$ cat src/sv/mss_pkg.sv
// Shared definitions for the max-bubbling selection sorter.
// Holds the sequencer state type and state codes; no dependencies.
package mss_pkg;

    localparam int STATE_W = 3;
    typedef logic [STATE_W-1:0] t_state;

    localparam t_state ST_LOAD    = 3'd0;
    localparam t_state ST_SCAN    = 3'd1;
    localparam t_state ST_SWAP_A  = 3'd2;
    localparam t_state ST_SWAP_B  = 3'd3;
    localparam t_state ST_EMIT_RD = 3'd4;
    localparam t_state ST_EMIT_LD = 3'd5;
    localparam t_state ST_EMIT_HD = 3'd6;

endpackage

$ cat src/sv/mss_ram.sv
// Element store of the sorter: one write port, one read port with registered data.
// No package dependencies.
module mss_ram #(
    parameter int DEPTH      = 64,
    parameter int VALUE_BITS = 16
) (
    input  logic                     i_clk,
    input  logic                     i_we,
    input  logic [$clog2(DEPTH)-1:0] i_waddr,
    input  logic [VALUE_BITS-1:0]    i_wdata,
    input  logic [$clog2(DEPTH)-1:0] i_raddr,
    output logic [VALUE_BITS-1:0]    o_rdata
);

    logic [VALUE_BITS-1:0] r_mem [DEPTH];
    logic [VALUE_BITS-1:0] r_rdata;

    always_ff @(posedge i_clk) begin
        if (i_we) begin
            r_mem[i_waddr] <= i_wdata;
        end
        r_rdata <= r_mem[i_raddr];
    end

    assign o_rdata = r_rdata;

endmodule

$ cat src/sv/max_bubbling_selection_sorter.sv
// Max-bubbling selection sorter: loads a set, sorts it in place, streams it out ascending.
// Loaded requests are written to the store while there is room; a sort pass over the unsorted
// entries scans them through the single read port, then makes two writes. Each result is then
// read, loaded and held until taken. Throughput: one set at a time, no requests taken
// while a set is sorted or emitted. Depends on mss_pkg and mss_ram.
// Reset (i_rst_n low, synchronous) clears sequencer, count and overflow flag, not the store.
module max_bubbling_selection_sorter #(
    parameter int DEPTH      = 64,
    parameter int VALUE_BITS = 16
) (
    input  logic                              i_clk,
    input  logic                              i_rst_n,
    // input stream
    input  logic                              i_s_axis_tvalid,
    output logic                              o_s_axis_tready,
    input  logic [((VALUE_BITS+7)/8)*8-1:0]   i_s_axis_tdata,  // [VALUE_BITS-1:0] value
    input  logic                              i_s_axis_tlast,  // last_in
    // result stream
    output logic                              o_m_axis_tvalid,
    input  logic                              i_m_axis_tready,
    output logic [((VALUE_BITS+7)/8)*8-1:0]   o_m_axis_tdata,  // [VALUE_BITS-1:0] sorted_value
    output logic                              o_m_axis_tlast,  // last_out
    output logic                              o_m_axis_tuser   // overflow
);

    localparam int DATA_W = ((VALUE_BITS + 7) / 8) * 8;
    localparam int IDX_W  = $clog2(DEPTH);
    localparam int CNT_W  = $clog2(DEPTH + 1);

    // sequencer and counters
    mss_pkg::t_state         r_state, n_state;
    logic [CNT_W-1:0]        r_count, n_count;     // values held in the store
    logic                    r_ovf, n_ovf;         // a value was dropped this set
    logic [IDX_W-1:0]        r_end, n_end;         // last unsorted position
    logic [IDX_W-1:0]        r_addr, n_addr;       // read address being issued
    logic                    r_stop, n_stop;       // scan has issued its final read
    logic                    r_pend, n_pend;       // read data returns this cycle
    logic [IDX_W-1:0]        r_pidx, n_pidx;       // index of the returning data
    // pass payload
    logic [VALUE_BITS-1:0]   r_max, n_max;
    logic [IDX_W-1:0]        r_big, n_big;
    logic [VALUE_BITS-1:0]   r_endval, n_endval;
    // output register
    logic                    r_ovalid, n_ovalid;
    logic [VALUE_BITS-1:0]   r_odata, n_odata;
    logic                    r_olast, n_olast;

    // store port
    logic                    w_we;
    logic [IDX_W-1:0]        w_waddr;
    logic [VALUE_BITS-1:0]   w_wdata;
    logic [VALUE_BITS-1:0]   w_rdata;

    logic                    w_in_acc;
    logic                    w_out_acc;
    logic                    w_room;
    logic [CNT_W-1:0]        w_cnt_inc;

    mss_ram #(
        .DEPTH      (DEPTH),
        .VALUE_BITS (VALUE_BITS)
    ) u_ram (
        .i_clk   (i_clk),
        .i_we    (w_we),
        .i_waddr (w_waddr),
        .i_wdata (w_wdata),
        .i_raddr (r_addr),
        .o_rdata (w_rdata)
    );

    assign o_s_axis_tready = (r_state == mss_pkg::ST_LOAD);
    assign w_in_acc        = i_s_axis_tvalid && o_s_axis_tready;
    assign w_out_acc       = r_ovalid && i_m_axis_tready;
    assign w_room          = (r_count < CNT_W'(DEPTH));
    assign w_cnt_inc       = r_count + CNT_W'(1);

    always_comb begin
        n_state  = r_state;
        n_count  = r_count;
        n_ovf    = r_ovf;
        n_end    = r_end;
        n_addr   = r_addr;
        n_stop   = r_stop;
        n_pend   = 1'b0;
        n_pidx   = r_pidx;
        n_max    = r_max;
        n_big    = r_big;
        n_endval = r_endval;
        n_ovalid = r_ovalid;
        n_odata  = r_odata;
        n_olast  = r_olast;
        w_we     = 1'b0;
        w_waddr  = r_count[IDX_W-1:0];
        w_wdata  = i_s_axis_tdata[VALUE_BITS-1:0];

        unique case (r_state)
            mss_pkg::ST_LOAD: begin
                if (w_in_acc) begin
                    // store while there is room, otherwise drop and flag
                    if (w_room) begin
                        w_we    = 1'b1;
                        n_count = w_cnt_inc;
                    end else begin
                        n_ovf = 1'b1;
                    end
                    if (i_s_axis_tlast) begin
                        n_addr = '0;
                        n_stop = 1'b0;
                        n_end  = w_room ? r_count[IDX_W-1:0] : IDX_W'(DEPTH - 1);
                        // a single unsorted entry left means the set is sorted
                        if ((w_room && r_count == '0) || (!w_room && DEPTH == 1)) begin
                            n_state = mss_pkg::ST_EMIT_RD;
                        end else begin
                            n_state = mss_pkg::ST_SCAN;
                        end
                    end
                end
            end
            mss_pkg::ST_SCAN: begin
                // issue reads 0..end, one a cycle
                if (!r_stop) begin
                    n_pend = 1'b1;
                    n_pidx = r_addr;
                    if (r_addr == r_end) begin
                        n_stop = 1'b1;
                    end else begin
                        n_addr = r_addr + IDX_W'(1);
                    end
                end
                // track the first maximum as data returns
                if (r_pend) begin
                    if (r_pidx == '0 || w_rdata > r_max) begin
                        n_max = w_rdata;
                        n_big = r_pidx;
                    end
                    if (r_pidx == r_end) begin
                        n_endval = w_rdata;
                        n_state  = mss_pkg::ST_SWAP_A;
                    end
                end
            end
            mss_pkg::ST_SWAP_A: begin
                // move the maximum to the last unsorted position
                w_we    = 1'b1;
                w_waddr = r_end;
                w_wdata = r_max;
                n_state = mss_pkg::ST_SWAP_B;
            end
            mss_pkg::ST_SWAP_B: begin
                // put the displaced value where the maximum was
                w_we    = 1'b1;
                w_waddr = r_big;
                w_wdata = r_endval;
                n_end   = r_end - IDX_W'(1);
                n_addr  = '0;
                n_stop  = 1'b0;
                if (r_end == IDX_W'(1)) begin
                    n_state = mss_pkg::ST_EMIT_RD;
                end else begin
                    n_state = mss_pkg::ST_SCAN;
                end
            end
            mss_pkg::ST_EMIT_RD: begin
                // read address is presented this cycle
                n_state = mss_pkg::ST_EMIT_LD;
            end
            mss_pkg::ST_EMIT_LD: begin
                n_odata  = w_rdata;
                n_olast  = ((CNT_W'(r_addr) + CNT_W'(1)) == r_count);
                n_ovalid = 1'b1;
                n_state  = mss_pkg::ST_EMIT_HD;
            end
            mss_pkg::ST_EMIT_HD: begin
                // hold the result until taken
                if (w_out_acc) begin
                    n_ovalid = 1'b0;
                    if (r_olast) begin
                        n_count = '0;
                        n_ovf   = 1'b0;
                        n_state = mss_pkg::ST_LOAD;
                    end else begin
                        n_addr  = r_addr + IDX_W'(1);
                        n_state = mss_pkg::ST_EMIT_RD;
                    end
                end
            end
            default: begin
                n_state = mss_pkg::ST_LOAD;
            end
        endcase
    end

    always_ff @(posedge i_clk) begin
        if (!i_rst_n) begin
            r_state  <= mss_pkg::ST_LOAD;
            r_count  <= '0;
            r_ovf    <= 1'b0;
            r_end    <= '0;
            r_addr   <= '0;
            r_stop   <= 1'b0;
            r_pend   <= 1'b0;
            r_ovalid <= 1'b0;
        end else begin
            r_state  <= n_state;
            r_count  <= n_count;
            r_ovf    <= n_ovf;
            r_end    <= n_end;
            r_addr   <= n_addr;
            r_stop   <= n_stop;
            r_pend   <= n_pend;
            r_ovalid <= n_ovalid;
        end
    end

    always_ff @(posedge i_clk) begin
        r_pidx   <= n_pidx;
        r_max    <= n_max;
        r_big    <= n_big;
        r_endval <= n_endval;
        r_odata  <= n_odata;
        r_olast  <= n_olast;
    end

    assign o_m_axis_tvalid = r_ovalid;
    assign o_m_axis_tdata  = DATA_W'(r_odata);
    assign o_m_axis_tlast  = r_olast;
    assign o_m_axis_tuser  = r_ovf;

    // a result is only offered while the emitter holds it
    a_valid_in_hold: assert property (@(posedge i_clk) disable iff (!i_rst_n)
        o_m_axis_tvalid |-> (r_state == mss_pkg::ST_EMIT_HD))
        else $error("result valid outside emit hold");

    // the store never holds more than its depth
    a_count_bound: assert property (@(posedge i_clk) disable iff (!i_rst_n)
        r_count <= CNT_W'(DEPTH))
        else $error("element count exceeds depth");

    // the selected maximum lies within the unsorted prefix
    a_big_in_prefix: assert property (@(posedge i_clk) disable iff (!i_rst_n)
        (r_state == mss_pkg::ST_SWAP_A) |-> (r_big <= r_end))
        else $error("maximum index beyond unsorted prefix");

    // a taken last result returns the block to loading with cleared flags
    a_set_done: assert property (@(posedge i_clk) disable iff (!i_rst_n)
        (w_out_acc && r_olast) |=> (o_s_axis_tready && r_count == '0 && !r_ovf))
        else $error("set not closed after last result");

endmodule
$ cat config.mk
export PLATFORM = sky130hd
export DESIGN_NAME = max_bubbling_selection_sorter
export DESIGN_NICKNAME = d
export VERILOG_FILES = /design/src/sv/mss_pkg.sv /design/src/sv/mss_ram.sv /design/src/sv/max_bubbling_selection_sorter.sv
export SDC_FILE = /design/constraint.sdc
export NUM_CORES = 1
export LEC_CHECK = 0
export ABC_AREA = 1
export BUFFER_PORTS_ARGS = -buffer_cell sky130_fd_sc_hd__buf_2
export CAP_MARGIN = 15
export CORE_ASPECT_RATIO = 1.1
export CORE_MARGIN = 1.5
export CORE_UTILIZATION = 35
export DETAILED_ROUTE_END_ITERATION = 8
export PLACE_DENSITY = 0.47
export SYNTH_ARGS = -nofsm -noshare
export SYNTH_HDL_FRONTEND = slang
export SYNTH_SLANG_ARGS = --single-unit
$ cat constraint.sdc
create_clock -name i_clk -period 10.5 [get_ports i_clk]
set_clock_uncertainty 0.2 [all_clocks]
set_input_delay 0.525 -clock i_clk [delete_from_list [all_inputs] [get_ports i_clk]]
set_output_delay 0.525 -clock i_clk [all_outputs]
set_load 0.005 [all_outputs]
Word level (Yosys, flattened, before mapping). Memory sizes are Yosys's and may differ from the RTL's. A register that Yosys moved wholly into a read port is not among the register bits. Index checks and enable logic that the tools add are counted.

$add $sub $neg: 4. Order comparisons: 2. Equal/unequal tests: 21. Multiplexer cells: 45. Bitwise gates (word level): 1. Reduce and logical (&&, ||, !) cells: 24.

Operator list (number): 2-to-1 mux 6 bit (9); one-hot mux 16 bit (2 select lines) (1); 2-to-1 mux 7 bit (4); 2-to-1 mux 3 bit (8); one-hot mux 6 bit (2 select lines) (2); one-hot mux 6 bit (4 select lines) (1); one-hot mux 3 bit (7 select lines) (1); > comparator 16 bit (1); != test 2 bit (second input constant) (8); AND reduction 5 bit (3); 2-to-1 mux 1 bit (14); one-hot mux 7 bit (2 select lines) (1); equality test 6 bit (2); AND reduction 3 bit (4); equality test 3 bit (second input constant) (3); adder 6 x 1 -> 7 bit (second input constant) (1); adder 7 x 1 -> 7 bit (second input constant) (1); equality test 7 bit (1); logical NOT 7 bit (1); less-than comparator 7 bit (second input constant) (1); AND reduction 7 bit (1); adder 6 x 1 -> 6 bit (second input constant) (1); equality test 3 x 2 -> 1 bit (second input constant) (2); equality test 6 x 1 -> 1 bit (second input constant) (1); other kinds (15) (25).

Register bits after elaboration: 87. RAM bits: 1024. Input port bits: 21. Output and inout port bits: 20. Word-level logic and storage cells: 112. Memories: 1.

Memories: u_ram.r_mem (depth 64, bits a word 16, rd ports 1, clocked after Yosys merged registers in 1, write ports 1, RTL line mss_ram.sv:15) `logic [VALUE_BITS-1:0] r_mem [DEPTH];`.

Logic depth before layout (Yosys ltp). Gate-level depths: netlist (run 1).

Depth after elaboration: 6. Gate-level depth with buffers: 13. Gate-level depth less buffers: 13.

Hierarchy. From an unflattened synthesis (run 1), not the netlist that was laid out.

Cells, all modules: 4040. Area, all modules: 46701.0 um^2.

Modules (own cells, without submodules): mss_ram (times used 1, cells an instance 3517, area each 42099.1 um^2, seq. area each 31069.8 um^2); max_bubbling_selection_sorter (times used 1, cells an instance 523, area each 4601.9 um^2, seq. area each 2352.3 um^2).

Worst setup path after synthesis (run 1). OpenSTA, ideal clock, no wires.

Kind: flip-flop to flip-flop. Start point: register r_state[1]. End point: memory u_ram.r_mem[0][11], data pin. Setup time: 542 ps. Data arrival time: 2784 ps. Required time: 9758 ps. Path slack: 6974 ps. Stages on the path, launching flop included: 7. Path buffers: 2. Clock period less this slack: 3526 ps. Cell sequence: dfxtp_1 inv_2 nor2_4 nand2_2 buf_2 clkbuf_1 o211ai_1.

Word-level cells in the longest chain between the ends: 2. Elaborated cells on any way between the ends: 3. Classes of those cells: 2 x eq/ne; 1 x mux.

Ends and longest elaborated chain: start: declaration (RTL line max_bubbling_selection_sorter.sv:31) `mss_pkg::t_state r_state, n_state;`; start signal: assignment (RTL line max_bubbling_selection_sorter.sv:195) `r_state <= mss_pkg::ST_LOAD;`; start signal: assignment (RTL line max_bubbling_selection_sorter.sv:204) `r_state <= n_state;`; equality test 3 x 2 -> 1 bit (RTL line max_bubbling_selection_sorter.sv:96) `unique case (r_state)`; one-hot mux 16 bit (2 select lines) * (RTL line max_bubbling_selection_sorter.sv:96); named net u_ram.i_wdata[11] (RTL line mss_ram.sv:10) `input logic [VALUE_BITS-1:0] i_wdata,`; end: declaration (RTL line mss_ram.sv:15).

The timed path passes the listed nets; every way through them passes the cells marked *.

==> results of run 1 <==
==> cells by family (layout without fill, tap and decap cells) <==
logic type	after synthesis	after routing
other	0	5
and+or+nand+nor	2490	2490
buffers and inverters	308	431
AOI/OAI and AO/OA	81	81
xor gates and xnor gates	12	12
adders and majority gates	21	21
DFF	1127	1127
==> area by class of cell <==
type                            count  share of cell area
Antenna cell                        5           0.0002399
Clock buffer                      138             0.05843
Clock inverter                     76             0.01238
Inverter                           72            0.005565
Multi-Input combinational cell   2604              0.2198
Sequential cell                  1127              0.6410
Tap cell                         1762             0.04227
Timing Repair Buffer              145             0.02029
==> worst register-to-register path, stage by stage (launching register included) <==
cell     delay, ns
dfxtp_4       0.37
inv_8         0.68
buf_4         0.95
buf_4         0.77
nand2_1       0.14
nand3_1       0.10
nand3_1       0.13
nand2_1       0.14
nand2_1       0.06
nand3_1       0.11
nand3_1       0.20
nand2_1       0.21
==> stage by stage <==
| stage | total power [W] | area, µm² |
|---|---|---|
| finish | 0.01364 | 52160 |
| global route | 0.01430 | 52150 |
| CTS | 0.01376 | 52150 |
| detailed placement | 0.009698 | 48420 |
| global placement | 0.009697 | 48420 |
| floorplan | 0.007997 | 46090 |
==> power by group <==
part	switching (W)	leakage (nW)	total, W	internal [W]
registers	0.000233	10.1	0.00549	0.00526
clock network	0.00176	1.81	0.00406	0.00230
logic	0.00305	6.81	0.00408	0.00103
total	0.00504	18.7	0.0136	0.00859
==> flip-flops by register name (all words and copies together) (netlist names), 6 cells and up <==
name / flops
u_ram.r_mem: 1024
o_m_axis_tdata: 16
r_endval: 16
r_max: 16
u_ram.o_rdata: 16
r_count: 7
r_addr: 6
r_big: 6
r_end: 6
r_pidx: 6
==> synthesized netlist by cell type <==
cell | count | area, µm²
and2_1 | 1 | 6.260
a21oi_2 | 1 | 8.760
o21ai_0 | 22 | 110.1
inv_2 | 5 | 18.77
o22ai_1 | 2 | 12.51
nand4_1 | 15 | 93.84
xnor2_1 | 6 | 52.55
nand3_2 | 3 | 30.03
o21ai_1 | 3 | 15.01
buf_1 | 32 | 120.1
nand2_2 | 2 | 12.51
o21a_1 | 1 | 7.510
nor2_2 | 3 | 18.77
or2_2 | 1 | 6.260
clkinv_1 | 4 | 15.01
dfxtp_1 | 42 | 840.8
nand3_1 | 895 | 4479
nor2_1 | 121 | 454.2
buf_2 | 79 | 395.4
nand2_1 | 1438 | 5398
edfxtp_1 | 1085 | 32580
nor2_4 | 1 | 11.26
nor3_2 | 2 | 20.02
o21ai_2 | 2 | 17.52
nor3b_1 | 1 | 7.510
buf_4 | 1 | 7.510
inv_1 | 63 | 236.5
nor4_1 | 1 | 6.260
ha_1 | 21 | 262.8
a21oi_1 | 32 | 160.2
o211ai_1 | 16 | 120.1
o31ai_1 | 1 | 7.510
a21boi_0 | 1 | 7.510
xor2_1 | 6 | 52.55
clkbuf_1 | 124 | 465.5
nor3_1 | 6 | 30.03
==> path summary, 6_finish.rpt <==
check	endpoint	slack, ns	cells after the start
worst max register to register	u_ram.o_rdata[10]	6.36	11
worst max-delay path	u_ram.o_rdata[10]	6.36	11
worst min-delay path	r_stop	0.15	7
worst min register to register	o_m_axis_tuser	0.28	2
==> repair_timing <==
action,CTS,global route
setup endpoints to repair,0,0
endpoints found under the hold margin,17,0
hold buffers,3,0
==> metal layers <==
layer | global-route usage | vias up
met3 | 0.02213 | 172
met4 | 0.06860 | 0
met2 | 0.3339 | 808
li1 | - | 14190
met5 | 0 | -
met1 | 0.2799 | 14710
==> results.py, run 1 <==
metrics = {
    "status": {
        "status": "completed",
    },
    "floorplan": {
        "placementRows": 139,
        "start_util": 0.3529,
        "die_w_um": 349.0,
        "io_pins": 41,
        "coreArea_um2": 130600,
        "die_y_um": 383.6,
        "die_area_um2": 133900,
    },
    "drt": {
        "vias": 29870,
        "route.detailed.drc": 0,
        "avgRoutedWirePerCell_um": 23.00,
        "met1Wirelength_mm": 60.36,
        "dr_wl_met2_mm": 65.32,
        "postRouteWirelength_mm": 136.4,
        "firstDrtPassIters": 5,
        "vias_per_cell": 5.038,
        "drtAntennaViolNets": 0,
        "drtIter0Drc": 2513,
        "top_layer_used": "met4",
        "wl_met3_mm": 6.779,
    },
    "synthesis": {
        "syn_area_per_cell_um2": 11.41,
        "synth_warnings": 0,
        "synth_compound_area_frac": 0.01013,
        "yosys.area_share.simple": 0.2294,
        "yosysSeqAreaShare": 0.7252,
        "synthDistinctLibCells": 36,
        "synthesis.nets": 4081,
        "synth_fa_ha_area_frac": 0.005701,
        "mappedNetlistArea_um2": 46090,
        "synth-xor-area-share": 0.002280,
        "synth_top_family_by_area": "simple AND/OR/NAND/NOR gates",
        "synth-seq-cells": 1127,
        "syn_inst": 4039,
        "synth_mux_area_frac": 0,
    },
    "sta": {
        "worst_pin_slew_ns": 1.190,
        "period_minus_slack_ns": 4.138,
        "fmax_mhz": 241.6,
        "post-route-period-util": 0.3941,
        "slew_headroom": 0.2069,
        "setup_ws_ns": 6.362,
        "final-setup-viol-count": 0,
        "holdWs_ns": 0.1497,
        "drv_slew": 0,
        "rsz0062_at_grt": "false",
        "finalHoldViolCount": 0,
        "setup_tns_ns": 0,
    },
    "placed_design": {
        "portBuffers": 40,
        "post-place-cells": 5707,
        "hpwl_mm": 71.13,
        "place_ws_ns": 6.424,
        "place_congestion": 0.8041,
    },
    "setup_path": {
        "start_kind": "flip-flop",
        "crit_buf_inv": 3,
        "end_kind": "flip-flop",
        "crit_path_top_delay_cell": "buf_4",
        "timing.rr.start": "r_addr[0]",
        "critical_path.max_stage_delay_ns": 0.92,
        "startpoint": "r_addr[0]",
        "cp.required_ns": 10.96,
        "critPathTopFamily": "buffers and inverters",
        "crit_arrival_ns": 4.60,
        "worstPathMaxFanout": 152,
        "crit_type": "flip-flop to flip-flop",
        "worstPathCellList": "inv_8, buf_4, buf_4, nand2_1, nand3_1, nand3_1, nand2_1, nand2_1, nand3_1, nand3_1, nand2_1",
    },
    "clock_network": {
        "h-tree-depth": 3,
        "clockBufferDepth": 3,
        "cts_buffers": 115,
        "clkLatencyLatePin_ns": 0.73,
        "cts_resized": 0,
        "cts_setup_buffers": 0,
        "clk_pin_slew_ns": 0.06,
        "cts_tree": "yes",
        "clockRootBuffer": "clkbuf_16",
        "clock-sinks": 1127,
    },
    "global_route": {
        "antenna_found_initial": 5,
        "grt_pass1_wl_mm": 199.5,
        "grt_start_max_net_pins": 198,
        "grt_pass1_vias": 28830,
        "globalRouteTotalUtil": 0.2030,
        "grt_overflow": 0,
    },
    "layout": {
        "final_util": 0.3994,
        "final_common_cell": "nand2_1",
        "layout_common_cells": "nand2_1 (1,438), edfxtp_1 (1,085), nand3_1 (894)",
        "seq_area_um2": 33430,
        "stdcell_count": 5929,
        "syn2layout_area_growth_pct": 13.17,
        "fillCellCount": 12460,
        "multi_input_area_um2": 11470,
        "nNetsFinal": 4107,
        "drive_above_1_share": 0.08433,
    },
    "power_and_ir_drop": {
        "power.leakage_nw": 18.74,
        "p_per_area_nw_per_um2": 261.4,
        "peakVddDrop_mv": 0.2536,
    },
    "min_path": {
        "worstHoldPathType": "input port to flip-flop",
        "hp-start": "i_s_axis_tlast",
    },
    "job": {
        "drv_cap": 0,
    },
}
Power figures use the tool's default switching activity.
==> inputs of run 2 (changes only) <==
- clock period: 10.5 -> 4.3 ns (I/O delays scaled with it)
==> run 2 against run 1 <==
Clock-buffer cell count increased by 18. Critical path depth decreased by 1. Global-route usage increased by 0.57 points. Critical endpoint is now u_ram.r_mem[60][7]. Fmax increased by 18%. Largest power group unchanged. First-iteration DRC count increased by 11%.
==> results.py, run 2 (synthesized netlist as in run 1, its figures left out) <==
metrics = {
    "sta": {
        "final-setup-viol-count": 0,
        "setup_ws_ns": 0.7894,
        "fmax_mhz": 284.9,
        "drv_slew": 0,
        "setup_tns_ns": 0,
        "worst_pin_slew_ns": 1.040,
        "finalHoldViolCount": 0,
        "period_minus_slack_ns": 3.511,
        "post-route-period-util": 0.8164,
        "slew_headroom": 0.3066,
        "rsz0062_at_grt": "false",
    },
    "setup_path": {
        "critical_path.max_stage_delay_ns": 0.57,
        "cp.required_ns": 4.51,
        "worstPathCellList": "inv_2, nor2_4, nand2_2, nand2_2, nor2_1, nor3_2, nand2_1, buf_4, nor2_1, buf_4",
        "worstPathMaxFanout": 23,
        "timing.rr.start": "r_state[1]",
        "rr_endpoint": "u_ram.r_mem[60][7]",
        "r2r_setup_slack_ns": 0.79,
        "ff2ff_path_depth": 10,
        "crit_arrival_ns": 3.72,
        "crit_type": "flip-flop to flip-flop",
        "crit_path_top_delay_cell": "nand2_1",
        "end_kind": "flip-flop",
        "start_kind": "flip-flop",
    },
    "placed_design": {
        "post-place-cells": 5753,
        "place_congestion": 0.8620,
        "portBuffers": 40,
        "hpwl_mm": 81.13,
        "place_ws_ns": 0.8813,
    },
    "clock_network": {
        "holdBufCountCts": 9,
        "cts_buffers": 116,
        "clkLatencyLatePin_ns": 0.73,
        "cts_setup_buffers": 0,
        "cts_resized": 0,
        "cts_tree": "yes",
        "h-tree-depth": 3,
        "clockBufferDepth": 3,
        "clockRootBuffer": "clkbuf_16",
        "clk_pin_slew_ns": 0.06,
        "clock-sinks": 1127,
    },
    "job": {
        "drv_cap": 0,
    },
    "floorplan": {
        "coreArea_um2": 130600,
        "placementRows": 139,
        "io_pins": 41,
        "die_area_um2": 133900,
        "start_util": 0.3529,
        "die_y_um": 383.6,
        "die_w_um": 349.0,
    },
    "layout": {
        "layout_common_cells": "nand2_1 (1,438), edfxtp_1 (1,085), nand3_1 (894)",
        "drive_above_1_share": 0.09531,
        "top_register": "u_ram.r_mem",
        "syn2layout_area_growth_pct": 14.83,
        "nNetsFinal": 4160,
        "stdcell_count": 5981,
        "multi_input_area_um2": 11470,
        "seq_area_um2": 33430,
        "fillCellCount": 12400,
        "largest_reg_flops": 1024,
        "final_common_cell": "nand2_1",
    },
    "drt": {
        "route.detailed.drc": 0,
        "vias_per_cell": 5.023,
        "drtAntennaViolNets": 0,
        "vias": 30050,
        "firstDrtPassIters": 5,
        "postRouteWirelength_mm": 140.6,
        "avgRoutedWirePerCell_um": 23.51,
        "drtIter0Drc": 2779,
    },
    "global_route": {
        "antenna_found_initial": 3,
        "globalRouteTotalUtil": 0.2087,
        "grt_pass1_wl_mm": 203.2,
        "grt_pass1_vias": 29110,
        "grt_start_max_net_pins": 161,
        "grt_overflow": 0,
    },
    "status": {
        "status": "completed",
    },
    "power_and_ir_drop": {
        "p_total_w": 0.03409,
        "p_per_area_nw_per_um2": 644.1,
        "power.leakage_nw": 19.16,
        "peakVddDrop_mv": 0.4052,
    },
    "min_path": {
        "worstHoldPathType": "input port to flip-flop",
        "min_delay_path_depth": 4,
        "hp-start": "i_s_axis_tdata[11]",
        "min_to": "u_ram.r_mem[56][11]",
    },
}
==> run 2: power by group <==
group | internal [W] | total [W] | switching [W]
Clock | 0.00588 | 0.0102 | 0.00430
Combinational | 0.00265 | 0.0106 | 0.00797
Sequential | 0.0128 | 0.0133 | 0.000445
==> run 2: per-layer routing <==
layer | vias to the layer above | share of wire | global-route usage
li1 | 14290 | - | -
met1 | 14790 | 0.45 | 0.2935
met2 | 774 | 0.47 | 0.3333
met3 | 196 | 0.049 | 0.02436
met4 | 0 | 0.032 | 0.07560
met5 | - | 0 | 0
==> run 2: worst max path at each step <==
| stage | cells after the start | end | slack [ns] | startpoint |
|---|---|---|---|---|
| after detailed placement | 10 | u_ram.r_mem[60][2] | 0.88 | r_state[1] |
| after global placement | 11 | u_ram.r_mem[60][6] | 0.87 | r_state[0] |
| final | 10 | u_ram.r_mem[60][7] | 0.79 | r_state[1] |
| after CTS | 10 | u_ram.r_mem[60][2] | 0.87 | r_state[1] |
| after global routing | 10 | u_ram.r_mem[60][6] | 0.64 | r_state[1] |
| after floorplan | 6 | u_ram.r_mem[0][11] | 0.77 | r_state[1] |
==> run 2: final cells by class <==
type | count | area share
antenna | 1 | 0.00004728
clock buffer | 156 | 0.06215
clock inverter | 62 | 0.01035
inverter | 72 | 0.005485
multi-input combinational | 2604 | 0.2166
sequential | 1127 | 0.6317
tap | 1762 | 0.04166
timing repair buffer | 197 | 0.03192
==> run 2: per-stage QoR <==
step | hold WS [ns] | area (µm²) | utilization
2_1_floorplan | 0.1534 | 46090 | -
3_3_place_gp | 0.2731 | 48990 | 0.3751
3_5_place_dp | 0.2916 | 48990 | 0.3751
4_1_cts | 0.01755 | 52920 | 0.4052
5_1_grt | 0.07442 | 52920 | 0.4052
6_report | 0.05383 | 52920 | 0.4052
==> run 2: worst max-delay path, delay by kind of cell (launching register included) <==
| kind | cells | cell delay [ns] |
|---|---|---|
| buffers and inverters | 3 | 0.76 |
| AND/OR/NAND/NOR | 7 | 1.80 |
| flip-flops | 1 | 0.40 |
